[src/rtl/core/ewh_pkg.sv]
package ewh_pkg;

	localparam int ONE_Q8 = 256;

	typedef struct packed {
		logic load;
		logic range;
		logic read;
		logic mul;
		logic div_start;
		logic acc;
		logic emit;
		logic emit_adv;
		logic clear;
	} cmd_t;

	typedef struct packed {
		logic div_done;
		logic last_sample;
		logic last_bin;
	} stat_t;

endpackage

[src/rtl/core/ewh_ctrl.sv]
module ewh_ctrl (
	input  logic           clk,
	input  logic           arst_n,
	input  logic           s_tvalid,
	input  logic           s_tlast,
	output logic           s_tready,
	output logic           m_tvalid,
	input  logic           m_tready,
	input  ewh_pkg::stat_t stat,
	output ewh_pkg::cmd_t  cmd
);

	localparam logic [2:0] ST_LOAD  = 3'd0;
	localparam logic [2:0] ST_RANGE = 3'd1;
	localparam logic [2:0] ST_READ  = 3'd2;
	localparam logic [2:0] ST_MUL   = 3'd3;
	localparam logic [2:0] ST_START = 3'd4;
	localparam logic [2:0] ST_DIV   = 3'd5;
	localparam logic [2:0] ST_ACC   = 3'd6;
	localparam logic [2:0] ST_EMIT  = 3'd7;

	logic [2:0] state_q;
	logic [2:0] state_d;

	always_comb begin
		state_d = state_q;
		cmd     = '0;
		case (state_q)
			ST_LOAD: begin
				cmd.load = s_tvalid;
				if (s_tvalid && s_tlast) begin
					state_d = ST_RANGE;
				end
			end
			ST_RANGE: begin
				cmd.range = 1'b1;
				state_d   = ST_READ;
			end
			ST_READ: begin
				cmd.read = 1'b1;
				state_d  = ST_MUL;
			end
			ST_MUL: begin
				cmd.mul = 1'b1;
				state_d = ST_START;
			end
			ST_START: begin
				cmd.div_start = 1'b1;
				state_d       = ST_DIV;
			end
			ST_DIV: begin
				if (stat.div_done) begin
					state_d = ST_ACC;
				end
			end
			ST_ACC: begin
				cmd.acc = 1'b1;
				state_d = stat.last_sample ? ST_EMIT : ST_READ;
			end
			ST_EMIT: begin
				cmd.emit     = 1'b1;
				cmd.emit_adv = m_tready;
				if (m_tready && stat.last_bin) begin
					cmd.clear = 1'b1;
					state_d   = ST_LOAD;
				end
			end
			default: begin
				state_d = ST_LOAD;
			end
		endcase
	end

	always_ff @(posedge clk or negedge arst_n) begin
		if (!arst_n) begin
			state_q <= ST_LOAD;
		end else begin
			state_q <= state_d;
		end
	end

	assign s_tready = (state_q == ST_LOAD);
	assign m_tvalid = (state_q == ST_EMIT);

	a_sides_apart: assert property (@(posedge clk) disable iff (!arst_n)
		!(s_tready && m_tvalid))
		else $error("input and output open together");

endmodule
[config.mk]
export PLATFORM = sky130hd
export DESIGN_NAME = ewh_ctrl
export DESIGN_NICKNAME = d
export VERILOG_FILES = /design/src/rtl/core/ewh_pkg.sv /design/src/rtl/core/ewh_ctrl.sv
export SDC_FILE = /design/constraint.sdc
export NUM_CORES = 1
export LEC_CHECK = 0
export BUFFER_PORTS_ARGS = -buffer_cell sky130_fd_sc_hd__buf_2
export CORE_AREA = 2 2 39 41
export CTS_CLUSTER_SIZE = 8
export DETAILED_ROUTE_END_ITERATION = 7
export DIE_AREA = 0 0 41 43
export SLEW_MARGIN = 20
export SYNTH_ARGS = -nofsm -noshare
export SYNTH_HDL_FRONTEND = slang
export SYNTH_SLANG_ARGS = --single-unit
[constraint.sdc]
create_clock -name clk -period 2.25 [get_ports clk]
set_clock_uncertainty 0.15 [all_clocks]
set_input_delay 0.3375 -clock clk [delete_from_list [all_inputs] [get_ports clk]]
set_output_delay 0.3375 -clock clk [all_outputs]
set_load 0.02 [all_outputs]
Word-level counts from Yosys, hierarchy flattened
Cells that the tools add are included.
{"block": "totals", "output_inout_bits": 11, "elab_cells": 28, "ff_bits": 3, "input_bits": 8}
{"block": "op_classes", "n_eq_ne": 10, "n_reduce_logical": 4, "n_mux": 13}
{"cell": "$pmux W3 S8", "n": 1}
{"cell": "$mux W3", "n": 5}
{"cell": "$eq A3 B3 Y1 const B", "n": 4}
{"cell": "$mux W1", "n": 7}
{"cell": "$eq A3 B2 Y1 const B", "n": 2}
{"cell": "$ne A2 B1 Y1 const B", "n": 2}
{"cell": "$eq A3 B1 Y1 const B", "n": 1}
{"cell": "$logic_not A3 Y1", "n": 1}
{"cell": "$reduce_and A3 Y1", "n": 1}
{"cell": "$logic_and A1 B1 Y1", "n": 2}
{"cell": "$ne A2 B2 Y1 const B", "n": 1}

Logic depth before layout (Yosys ltp)
Gate-level depths: netlist (run 1).
{"block": "depth", "depth_word": 3, "mapped_depth": 6, "ltp_nobuf": 6}

Worst setup path before layout (run 1)
Ideal clock, no wire load.
{"block": "synth_timing", "path_type": "register to register", "startpoint": "reg state_q[0]", "endpoint": "reg state_q[1]", "arrival_ps": 1503, "setup_slack_ps": 472, "path_stages_with_launch": 7, "synth_period_minus_slack_ps": 1778, "setup_time_ps": 125, "required_time_ps": 1975, "n_path_buf": 0, "path_cell_list": "dfrtp_1 -> inv_1 -> ha_1 -> nor2b_4 -> a21boi_4 -> a211oi_4 -> mux2_4"}
{"block": "synth_between", "elab_chain_cells": 3, "elab_cells_between_ends": 13, "classes_between": "eq/ne (10); mux (1); reduce/logical (2)"}
{"item": "start: declaration", "line_no": "ewh_ctrl.sv:22", "rtl": "logic [2:0] state_q;"}
{"item": "start signal: assignment", "line_no": "ewh_ctrl.sv:78", "rtl": "state_q <= state_d;"}
{"item": "$logic_not A3 Y1 (*)"}
{"item": "net s_tready", "line_no": "ewh_ctrl.sv:6", "rtl": "output logic s_tready,"}
{"item": "$ne A2 B1 Y1 (no source line)"}
{"item": "$reduce_and A3 Y1 (no source line)"}
Mark *: on every way through the listed nets, which the timed path passes. The rest lies on a longest branch.
A chain may end at the register's enable or synchronous reset.

==> results of run 1 <==
-- cell usage in the layout, fill, tap and decap left out, drive strengths merged --
cell type	synthesis	final
buf	2	18
ha	4	4
clkbuf	0	4
and2b	3	3
nand2	3	3
inv	3	3
dfrtp	3	3
and2	3	3
and3	2	2
a21oi	2	2
nor2	2	2
a211o	2	2
nor2b	1	1
o31ai	1	1
a21boi	1	1
a211oi	1	1
mux2i	1	1
mux2	1	1
o21ai	1	1
dlygate4sd3	0	1
-- logic make-up after synthesis --
kind of cell	synth area share, %
adder cells (fa/ha/maj)	13.9
AO/OA/AOI/OAI	22.3
multiplexers	6.97
flip-flops	20.9
buffers and inverters	8.36
AND/OR/NAND/NOR	27.5
-- routing by layer --
metal / part of all wire [%] / wire, um
met3: 11 / 74
met1: 47 / 323
met5: 0 / 0
met2: 42 / 285
met4: 0 / 0
-- worst max-delay path, stage by stage, from the launching register on --
cell	delay [ps]
dfrtp_1	390
inv_1	100
ha_1	240
nor2b_4	180
and2_1	120
buf_2	150
-- how the worst max path moves through the flow --
stage,from,slack (ps),endpoint
4_1_cts,state_q[1],330,cmd[8]
6_report,state_q[0],340,cmd[8]
3_5_place_dp,state_q[1],390,state_q[1]
5_1_grt,state_q[1],250,cmd[8]
2_1_floorplan,state_q[0],470,state_q[1]
3_3_place_gp,state_q[1],420,state_q[1]
-- final cells by class --
class                           count  area, sq um
Clock buffer                        4         26.3
Tap cell                           16         20.0
Multi-Input combinational cell     28          254
Sequential cell                     3         75.1
Fill cell                         151          897
Inverter                            3         11.3
Timing Repair Buffer               19          100
-- metrics by stage --
stage | std cells | setup slack [ps]
4_1_cts | 73 | 332
2_1_floorplan | 36 | 472
5_1_grt | 73 | 250
3_3_place_gp | 68 | 425
6_report | 73 | 343
3_5_place_dp | 68 | 392
-- what timing repair did --
| action | 4_1_cts | 5_1_grt |
|---|---|---|
| resized for setup | 0 | 0 |
| endpoints found under the hold margin | 3 | 0 |
| endpoints found under the setup margin | 0 | 0 |
| hold buffers | 1 | 0 |
-- power breakdown --
group          switching, mW  internal [mW]
registers             0.0436         0.0853
clock network         0.0283         0.0665
logic                  0.250          0.242
==> impl_metrics.xml, run 1 <==
<?xml version="1.0" encoding="UTF-8"?>
<metrics>
  <group name="yosys">
    <metric name="synth_top_flop_cell" unit="">dfrtp_1</metric>
    <metric name="synthCells" unit="">36</metric>
    <metric name="synth_async_sr_flop_share" unit="%">100</metric>
    <metric name="synthesis.area_per_instance" unit="sq um">9.97</metric>
    <metric name="synthDominantCellAreaShare" unit="%">20.9</metric>
    <metric name="synth.top_cells.by_area" unit="">dfrtp_1 21%, ha_1 14%, and2b_2 7.3%, a211oi_4 5.6%, a21boi_4 5.2%</metric>
    <metric name="synth_most_common_cell" unit="">ha_1</metric>
    <metric name="synth_enable_flop_cells" unit="">0</metric>
    <metric name="netlist.top_cell.by_area" unit="">dfrtp_1</metric>
    <metric name="synth-warning-count" unit="">0</metric>
    <metric name="post_synth_num_cell_types" unit="">23</metric>
    <metric name="mappedNetlistArea" unit="sq um">359</metric>
    <metric name="seq_area_frac_synth" unit="%">20.9</metric>
    <metric name="post_synth_most_frequent_cells" unit="">4 x ha_1, 3 x and2b_2, 3 x dfrtp_1, 3 x inv_1, 3 x nand2_1</metric>
    <metric name="synthesis.nets" unit="">48</metric>
    <metric name="ys_ff_latch" unit="">3</metric>
  </group>
  <group name="final_layout">
    <metric name="synthesis_to_layout_area_growth" unit="%">35.5</metric>
    <metric name="finish.net_count" unit="">70</metric>
    <metric name="layout_utilization" unit="%">35.2</metric>
    <metric name="final_layout_size_suffix_gt1_share" unit="%">59.6</metric>
    <metric name="number_of_flip_flops_under_the_largest_register_name" unit="">3</metric>
    <metric name="antenna_cells_inserted" unit="">0</metric>
    <metric name="largest_register" unit="">state_q</metric>
    <metric name="design_area" unit="sq um">487</metric>
    <metric name="reg_top3" unit="">state_q (3)</metric>
  </group>
  <group name="floorplanning">
    <metric name="num_rows" unit="">14</metric>
    <metric name="die-area" unit="sq um">1760</metric>
    <metric name="core_area" unit="sq um">1380</metric>
    <metric name="top_level_ports" unit="">19</metric>
    <metric name="floorplan.initialDensity" unit="%">25.9</metric>
    <metric name="die_width" unit="um">41</metric>
    <metric name="overall_die_height" unit="um">43</metric>
  </group>
  <group name="global_routing">
    <metric name="global_route_usage_over_all_layers" unit="%">8.46</metric>
    <metric name="most_used_routing_layer_in_global_routing" unit="">met2</metric>
    <metric name="grt-ovfl-total" unit="">0</metric>
    <metric name="via_count_of_the_first_global_routing_pass" unit="">253</metric>
    <metric name="met2_demand_to_capacity_share_in_global_routing" unit="%">11.3</metric>
    <metric name="globalRouteMet3Util" unit="%">3.14</metric>
    <metric name="met1_track_demand_over_resource" unit="%">10.7</metric>
    <metric name="grt_first_pass_wirelength" unit="um">979</metric>
    <metric name="initial_antenna_violation_count" unit="">0</metric>
    <metric name="grt_max_degree" unit="">12</metric>
  </group>
  <group name="timing">
    <metric name="rsz0062_at_grt" unit="">false</metric>
    <metric name="finalHoldWorstSlack" unit="ps">281</metric>
    <metric name="period_minus_slack" unit="ps">1910</metric>
    <metric name="finalCritPeriodShare" unit="%">84.8</metric>
    <metric name="report.final.hold_viol_count" unit="">0</metric>
    <metric name="worst_slew_pin_slew" unit="ps">322</metric>
    <metric name="finalSetupTns" unit="ps">0</metric>
    <metric name="timing.final.setup_violations" unit="">0</metric>
    <metric name="fmaxAchievable" unit="MHz">524</metric>
    <metric name="worst_slew_margin_rel" unit="%">78.6</metric>
    <metric name="report.final.slew_viol_count" unit="">0</metric>
  </group>
  <group name="clock_network">
    <metric name="clock-sinks" unit="">3</metric>
    <metric name="htree_levels" unit="">1</metric>
    <metric name="cts_setup_buffers" unit="">0</metric>
    <metric name="tritoncts.num_buffers" unit="">3</metric>
    <metric name="cts.root.buffer_cell" unit="">clkbuf_4</metric>
    <metric name="clkTransAtPathRegs" unit="ps">40</metric>
    <metric name="clk_latency" unit="ps">230</metric>
    <metric name="maximum_clock_path_buffer_count" unit="">2</metric>
    <metric name="cts_tree" unit="">yes</metric>
  </group>
  <group name="drt">
    <metric name="routedWlPerCell" unit="um">9.37</metric>
    <metric name="drt-vias-per-instance" unit="">4.27</metric>
    <metric name="drtAntennaViolNets" unit="">0</metric>
    <metric name="drc" unit="">0</metric>
    <metric name="dr_total_vias" unit="">312</metric>
    <metric name="first_iter_violations" unit="">3</metric>
    <metric name="drt_first_pass_iters" unit="">2</metric>
    <metric name="finalWirelength" unit="um">684</metric>
  </group>
  <group name="pwr">
    <metric name="report.power.total" unit="mW">0.715</metric>
    <metric name="total_leakage_power" unit="nW">0.286</metric>
    <metric name="power_per_cell_area" unit="nW/um^2">1470</metric>
    <metric name="vdd_drop_max" unit="uV">516</metric>
  </group>
  <group name="worst_setup_path">
    <metric name="critPathArrivalTime" unit="ps">1420</metric>
    <metric name="critical_path_class" unit="">reg -&gt; out</metric>
    <metric name="critPathRequiredTime" unit="ps">1760</metric>
    <metric name="rr_worst_depth" unit="">6</metric>
    <metric name="critical_path_peak_fanout" unit="">5</metric>
    <metric name="end_kind" unit="">output port</metric>
    <metric name="critPathLaunchType" unit="">register</metric>
    <metric name="worst_r2r_dst" unit="">state_q[1]</metric>
    <metric name="worst_r2r_startpoint" unit="">state_q[0]</metric>
    <metric name="r2r_setup_slack" unit="ps">390</metric>
  </group>
  <group name="job">
    <metric name="max-cap-violations" unit="">0</metric>
  </group>
  <group name="placement">
    <metric name="placed_cell_area" unit="sq um">450</metric>
    <metric name="port_buffers" unit="">18</metric>
    <metric name="place_hpwl" unit="um">576</metric>
    <metric name="gp_routability_congestion" unit="">0.647</metric>
  </group>
  <group name="outcome">
    <metric name="run_status" unit="">finished, final reports clean</metric>
  </group>
  <group name="hold_path">
    <metric name="hp-class" unit="">in -&gt; async</metric>
  </group>
</metrics>
Note: power is estimated with default switching activity, not from simulation.
==> run 2: changes to the inputs <==
==> constraint.sdc (replaced) <==
create_clock -name clk -period 1.6 [get_ports clk]
set_clock_uncertainty 0.15 [all_clocks]
set_input_delay 0.24 -clock clk [delete_from_list [all_inputs] [get_ports clk]]
set_output_delay 0.24 -clock clk [all_outputs]
set_load 0.02 [all_outputs]
==> impl_metrics.xml, run 2 (synthesis results as in run 1) <==
<?xml version="1.0" encoding="UTF-8"?>
<metrics>
  <group name="worst_setup_path">
    <metric name="r2r_setup_slack" unit="ps">-120</metric>
    <metric name="critical_path_class" unit="">reg -&gt; out</metric>
    <metric name="critical_path_peak_fanout" unit="">3</metric>
    <metric name="cpMostUsedCell" unit="">buf_6</metric>
    <metric name="cp_cell_sequence" unit="">inv_2, ha_4, nor2b_4, buf_6, and2_4, buf_6</metric>
    <metric name="worst_r2r_dst" unit="">state_q[1]</metric>
    <metric name="cpPeakStageDelay" unit="ps">400</metric>
    <metric name="critPathRequiredTime" unit="ps">1210</metric>
    <metric name="end_kind" unit="">output port</metric>
    <metric name="buffers_and_inverters_on_the_worst_path" unit="">3</metric>
    <metric name="critPathArrivalTime" unit="ps">1330</metric>
    <metric name="path_delay_family" unit="">flip-flops</metric>
    <metric name="worst_r2r_startpoint" unit="">state_q[0]</metric>
    <metric name="critical_path.slowest_cell" unit="">dfrtp_1</metric>
    <metric name="rr_worst_depth" unit="">5</metric>
    <metric name="critPathLaunchType" unit="">register</metric>
  </group>
  <group name="final_layout">
    <metric name="layout_common_cells" unit="">12 x buf_4, 11 x buf_6, 7 x buf_2</metric>
    <metric name="largest_register" unit="">state_q</metric>
    <metric name="synthesis_to_layout_area_growth" unit="%">90.2</metric>
    <metric name="layout_utilization" unit="%">49.4</metric>
    <metric name="finish.net_count" unit="">82</metric>
    <metric name="final_layout_size_suffix_gt1_share" unit="%">79.7</metric>
    <metric name="antenna_cells_inserted" unit="">0</metric>
    <metric name="number_of_flip_flops_under_the_largest_register_name" unit="">3</metric>
    <metric name="reg_top3" unit="">state_q (3)</metric>
    <metric name="layout.cells.most_common" unit="">buf_4</metric>
  </group>
  <group name="placement">
    <metric name="port_buffers" unit="">18</metric>
    <metric name="gp_routability_congestion" unit="">0.722</metric>
    <metric name="place_hpwl" unit="um">658</metric>
  </group>
  <group name="clock_network">
    <metric name="htree_levels" unit="">1</metric>
    <metric name="tritoncts.num_buffers" unit="">3</metric>
    <metric name="cts.root.buffer_cell" unit="">clkbuf_4</metric>
    <metric name="clkTransAtPathRegs" unit="ps">40</metric>
    <metric name="clock-sinks" unit="">3</metric>
    <metric name="clk_latency" unit="ps">230</metric>
    <metric name="cts_tree" unit="">yes</metric>
    <metric name="maximum_clock_path_buffer_count" unit="">2</metric>
  </group>
  <group name="pwr">
    <metric name="report.power.total" unit="mW">1.43</metric>
    <metric name="total_leakage_power" unit="nW">0.349</metric>
    <metric name="power_per_cell_area" unit="nW/um^2">2100</metric>
    <metric name="vdd_drop_max" unit="uV">834</metric>
  </group>
  <group name="timing">
    <metric name="report.final.slew_viol_count" unit="">0</metric>
    <metric name="finalHoldWorstSlack" unit="ps">184</metric>
    <metric name="worst_slew_margin_rel" unit="%">84.1</metric>
    <metric name="fmaxAchievable" unit="MHz">581</metric>
    <metric name="period_minus_slack" unit="ps">1720</metric>
    <metric name="report.final.hold_viol_count" unit="">0</metric>
    <metric name="setup_slack" unit="ps">-122</metric>
    <metric name="rsz0062_at_grt" unit="">true</metric>
    <metric name="finalCritPeriodShare" unit="%">108</metric>
    <metric name="worst_slew_pin_slew" unit="ps">237</metric>
    <metric name="timing.final.setup_violations" unit="">12</metric>
  </group>
  <group name="drt">
    <metric name="first_iter_violations" unit="">1</metric>
    <metric name="drt-vias-per-instance" unit="">4.18</metric>
    <metric name="drc" unit="">0</metric>
    <metric name="finalWirelength" unit="um">824</metric>
    <metric name="drt_first_pass_iters" unit="">2</metric>
    <metric name="dr_total_vias" unit="">355</metric>
    <metric name="drtAntennaViolNets" unit="">0</metric>
    <metric name="routedWlPerCell" unit="um">9.69</metric>
  </group>
  <group name="outcome">
    <metric name="run_status" unit="">finished, violations left</metric>
    <metric name="violations" unit="">setup timing</metric>
  </group>
  <group name="job">
    <metric name="max-cap-violations" unit="">0</metric>
  </group>
  <group name="floorplanning">
    <metric name="core_area" unit="sq um">1380</metric>
    <metric name="num_rows" unit="">14</metric>
    <metric name="die_width" unit="um">41</metric>
    <metric name="floorplan.initialDensity" unit="%">25.9</metric>
    <metric name="top_level_ports" unit="">19</metric>
    <metric name="overall_die_height" unit="um">43</metric>
    <metric name="die-area" unit="sq um">1760</metric>
  </group>
  <group name="global_routing">
    <metric name="via_count_of_the_first_global_routing_pass" unit="">331</metric>
    <metric name="grt_first_pass_wirelength" unit="um">1240</metric>
    <metric name="initial_antenna_violation_count" unit="">0</metric>
    <metric name="global_route_usage_over_all_layers" unit="%">10.6</metric>
    <metric name="grt_max_degree" unit="">9</metric>
    <metric name="grt-ovfl-total" unit="">0</metric>
  </group>
  <group name="hold_path">
    <metric name="hp-class" unit="">in -&gt; async</metric>
  </group>
</metrics>
## run 2: changes by cell type in the layout (fill, tap and decap cells not counted), sizes merged
cell,before,now
buf,18,30
## run 2: repair_timing
action	CTS	global route
pin swaps	4	3
setup endpoints to repair	11	14
cloned	0	0
buffers inserted	4	0
hold buffers	1	0
hold endpoints to repair	3	0
gates resized for setup	24	10
## run 2: worst max path at each step
stage / endpoint / cells past startpoint / startpoint
2_1_floorplan: state_q[1] / 6 / state_q[1]
3_3_place_gp: state_q[1] / 6 / state_q[1]
3_5_place_dp: state_q[1] / 6 / state_q[1]
4_1_cts: cmd[8] / 6 / state_q[0]
5_1_grt: cmd[7] / 5 / state_q[1]
6_report: cmd[8] / 6 / state_q[0]
## run 2: per-stage QoR
step	instance area (sq um)	TNS, ps	setup slack, ps	instances
global route	683	-1570	-192	85
global placement	513	-73.4	-49.9	76
detailed placement	513	-85.5	-60.7	76
finish	683	-678	-122	85
floorplan	362	-125	-125	36
CTS	657	-948	-141	85
## run 2: metal layers
layer / global-route usage (%) / routed length (um)
met3: 1.57 / 46
met1: 12.6 / 372
met5: 0 / 0
met2: 15.9 / 405
met4: 8.00 / 0
## run 2: report_power, final
part,internal (mW),leakage (nW),switching [mW]
sequential,0.120,0.0348,0.0442
clock,0.0934,0.0150,0.0379
combinational,0.661,0.300,0.478
total,0.875,0.349,0.560
## run 2: area by class of cell
class,instances,area (sq um)
Clock buffer,4,26.3
Multi-Input combinational cell,28,292
Timing Repair Buffer,31,259
Tap cell,16,20.0
Inverter,3,11.3
Fill cell,128,701
Sequential cell,3,75.1
==> run 3: changes to the inputs <==
--- a/config.mk
+++ b/config.mk
@@ -5,6 +5,7 @@
 export SDC_FILE = /design/constraint.sdc
 export NUM_CORES = 1
 export LEC_CHECK = 0
+export ABC_AREA = 1
 export BUFFER_PORTS_ARGS = -buffer_cell sky130_fd_sc_hd__buf_2
 export CORE_AREA = 2 2 39 41
 export CTS_CLUSTER_SIZE = 8
==> impl_metrics.xml, run 3 <==
<?xml version="1.0" encoding="UTF-8"?>
<metrics>
  <group name="drt">
    <metric name="first_iter_violations" unit="">0</metric>
    <metric name="routedWlPerCell" unit="um">9.65</metric>
    <metric name="finalWirelength" unit="um">907</metric>
    <metric name="drtAntennaViolNets" unit="">0</metric>
    <metric name="drc" unit="">0</metric>
    <metric name="drt-vias-per-instance" unit="">4.22</metric>
    <metric name="dr_total_vias" unit="">397</metric>
    <metric name="drt_first_pass_iters" unit="">1</metric>
  </group>
  <group name="floorplanning">
    <metric name="floorplan.initialDensity" unit="%">27.8</metric>
    <metric name="core_area" unit="sq um">1380</metric>
    <metric name="die-area" unit="sq um">1760</metric>
    <metric name="num_rows" unit="">14</metric>
    <metric name="overall_die_height" unit="um">43</metric>
    <metric name="die_width" unit="um">41</metric>
    <metric name="top_level_ports" unit="">19</metric>
  </group>
  <group name="worst_setup_path">
    <metric name="critical_path_peak_fanout" unit="">4</metric>
    <metric name="critPathRequiredTime" unit="ps">1210</metric>
    <metric name="end_kind" unit="">output port</metric>
    <metric name="critical_path_class" unit="">reg -&gt; out</metric>
    <metric name="critPathLaunchType" unit="">register</metric>
    <metric name="worst_r2r_dst" unit="">state_q[2]</metric>
    <metric name="rr_worst_depth" unit="">6</metric>
    <metric name="critPathArrivalTime" unit="ps">1210</metric>
    <metric name="r2r_setup_slack" unit="ps">240</metric>
    <metric name="worst_r2r_startpoint" unit="">state_q[0]</metric>
  </group>
  <group name="yosys">
    <metric name="synth_top_flop_cell" unit="">dfrtp_1</metric>
    <metric name="synthesis.area_per_instance" unit="sq um">6.74</metric>
    <metric name="synth-warning-count" unit="">0</metric>
    <metric name="netlist.top_cell.by_area" unit="">dfrtp_1</metric>
    <metric name="synthCells" unit="">57</metric>
    <metric name="mappedNetlistArea" unit="sq um">384</metric>
    <metric name="synth_enable_flop_cells" unit="">0</metric>
    <metric name="ys_ff_latch" unit="">3</metric>
    <metric name="post_synth_most_frequent_cells" unit="">15 x nand2_1, 11 x inv_1, 6 x nor2_1</metric>
    <metric name="synth_most_common_cell" unit="">nand2_1</metric>
    <metric name="post_synth_num_cell_types" unit="">16</metric>
    <metric name="seq_area_frac_synth" unit="%">19.5</metric>
    <metric name="synthesis.nets" unit="">69</metric>
    <metric name="synth_async_sr_flop_share" unit="%">100</metric>
    <metric name="synthDominantCellAreaShare" unit="%">19.5</metric>
    <metric name="synth.top_cells.by_area" unit="">dfrtp_1 20%, nand2_1 15%, ha_1 13%, inv_1 11%, nand2_4 8.8%</metric>
  </group>
  <group name="timing">
    <metric name="finalCritPeriodShare" unit="%">100</metric>
    <metric name="setup_slack" unit="ps">-0.702</metric>
    <metric name="worst_slew_pin_slew" unit="ps">232</metric>
    <metric name="worst_slew_margin_rel" unit="%">84.6</metric>
    <metric name="report.final.hold_viol_count" unit="">0</metric>
    <metric name="fmaxAchievable" unit="MHz">625</metric>
    <metric name="report.final.slew_viol_count" unit="">0</metric>
    <metric name="rsz0062_at_grt" unit="">true</metric>
    <metric name="period_minus_slack" unit="ps">1600</metric>
    <metric name="finalHoldWorstSlack" unit="ps">185</metric>
    <metric name="timing.final.setup_violations" unit="">1</metric>
  </group>
  <group name="clock_network">
    <metric name="clk_latency" unit="ps">230</metric>
    <metric name="clkTransAtPathRegs" unit="ps">40</metric>
    <metric name="maximum_clock_path_buffer_count" unit="">2</metric>
    <metric name="clock-sinks" unit="">3</metric>
    <metric name="tritoncts.num_buffers" unit="">3</metric>
    <metric name="cts.root.buffer_cell" unit="">clkbuf_4</metric>
    <metric name="htree_levels" unit="">1</metric>
    <metric name="cts_tree" unit="">yes</metric>
  </group>
  <group name="final_layout">
    <metric name="number_of_flip_flops_under_the_largest_register_name" unit="">3</metric>
    <metric name="multi_input_comb_area" unit="sq um">310</metric>
    <metric name="finish.net_count" unit="">91</metric>
    <metric name="antenna_cells_inserted" unit="">0</metric>
    <metric name="layout_common_cells" unit="">13 x nand2_1, 8 x buf_2, 8 x buf_6, 7 x inv_1</metric>
    <metric name="final_layout_size_suffix_gt1_share" unit="%">62.8</metric>
    <metric name="final_cell_count_no_fill" unit="">94</metric>
    <metric name="layout.cells.most_common" unit="">nand2_1</metric>
    <metric name="largest_register" unit="">state_q</metric>
    <metric name="area.sequential" unit="sq um">78.8</metric>
    <metric name="fillers" unit="">138</metric>
    <metric name="synthesis_to_layout_area_growth" unit="%">70.0</metric>
    <metric name="reg_top3" unit="">state_q (3)</metric>
  </group>
  <group name="pwr">
    <metric name="vdd_drop_max" unit="uV">853</metric>
    <metric name="power_per_cell_area" unit="nW/um^2">2020</metric>
    <metric name="total_leakage_power" unit="nW">0.373</metric>
    <metric name="report.power.total" unit="mW">1.32</metric>
  </group>
  <group name="global_routing">
    <metric name="grt_max_degree" unit="">9</metric>
    <metric name="initial_antenna_violation_count" unit="">0</metric>
    <metric name="grt_first_pass_wirelength" unit="um">1240</metric>
    <metric name="globalRouteMet3Util" unit="%">0</metric>
    <metric name="most_used_routing_layer_in_global_routing" unit="">met2</metric>
    <metric name="met1_track_demand_over_resource" unit="%">14.3</metric>
    <metric name="grt-ovfl-total" unit="">0</metric>
    <metric name="met2_demand_to_capacity_share_in_global_routing" unit="%">15.9</metric>
    <metric name="via_count_of_the_first_global_routing_pass" unit="">307</metric>
    <metric name="global_route_usage_over_all_layers" unit="%">10.5</metric>
  </group>
  <group name="outcome">
    <metric name="run_status" unit="">finished, violations left</metric>
    <metric name="violations" unit="">setup timing</metric>
  </group>
  <group name="hold_path">
    <metric name="hp-class" unit="">in -&gt; async</metric>
  </group>
  <group name="placement">
    <metric name="port_buffers" unit="">18</metric>
    <metric name="place_hpwl" unit="um">638</metric>
    <metric name="gp_routability_congestion" unit="">0.739</metric>
    <metric name="placed_cells" unit="">89</metric>
  </group>
  <group name="job">
    <metric name="max-cap-violations" unit="">0</metric>
  </group>
</metrics>
-- run 3: cell types whose count changed after synthesis, sizes merged, moves of 2 or more --
cell,before,now
a211o,2,0
a21oi,2,0
and2,3,0
and2b,3,0
and3,2,0
inv,3,14
nand2,3,20
nand3,0,3
nand4,0,2
nor2,2,8
-- run 3: power by group --
| group | internal [mW] | switching [mW] |
|---|---|---|
| sequential | 0.128 | 0.113 |
| combinational | 0.422 | 0.524 |
| clock | 0.0933 | 0.0364 |
-- run 3: routing by layer --
metal | wire length [um] | share of wire (%)
met1 | 402 | 44
met4 | 17 | 1.9
met5 | 0 | 0
met2 | 456 | 50
met3 | 32 | 3.5
-- run 3: timing repair --
action | 4_1_cts | 5_1_grt
hold buffers | 1 | 0
buffers inserted | 0 | 0
gates resized for setup | 11 | 32
endpoints found under the hold margin | 3 | 0
pin swaps | 1 | 3
endpoints found under the setup margin | 11 | 11
-- run 3: cell type report --
| class | count | share of cell area (%) |
|---|---|---|
| flip-flops and latches | 3 | 12.1 |
| well taps | 16 | 3.07 |
| clock buffers | 4 | 4.02 |
| repair buffers | 19 | 23.8 |
| multi-input cells | 38 | 47.5 |
| inverters | 14 | 9.58 |
-- run 3: through the flow --
step	setup TNS [ps]	cell area (sq um)	setup WS [ps]	utilization, %
after floorplan	0	384	189	-
after global placement	0	475	215	34.4
after detailed placement	0	475	180	34.4
after CTS	-99.2	542	-38.2	39.2
after global routing	-226	653	-48.5	47.2
final	-0.702	653	-0.702	47.2
-- run 3: worst max-delay path by stage --
stage          cells after the start  endpoint  startpoint  slack, ps
2_1_floorplan                      4    cmd[8]  state_q[0]        190
3_3_place_gp                       5    cmd[8]  state_q[0]        210
3_5_place_dp                       5    cmd[4]  state_q[0]        180
4_1_cts                            5    cmd[7]  state_q[1]        -40
5_1_grt                            5    cmd[8]  state_q[0]        -50
6_report                           5    cmd[8]  state_q[0]       -0.7
-- run 3: logic make-up (layout without fill, tap and decap cells) --
kind of cell / count (synthesis) / count (layout) / share of synthesized area (%)
buffers and inverters: 16 / 37 / 19.9
flip-flops: 3 / 3 / 19.5
adder cells (fa/ha/maj): 4 / 4 / 13.0
AO/OA/AOI/OAI: 1 / 1 / 1.96
AND/OR/NAND/NOR: 33 / 33 / 45.6
-- run 3: critical path, stage by stage, from the launching register on --
cell     delay (ps)
dfrtp_2         460
inv_4           100
ha_4            150
nand2_4          70
nor2_4           80
buf_6           120
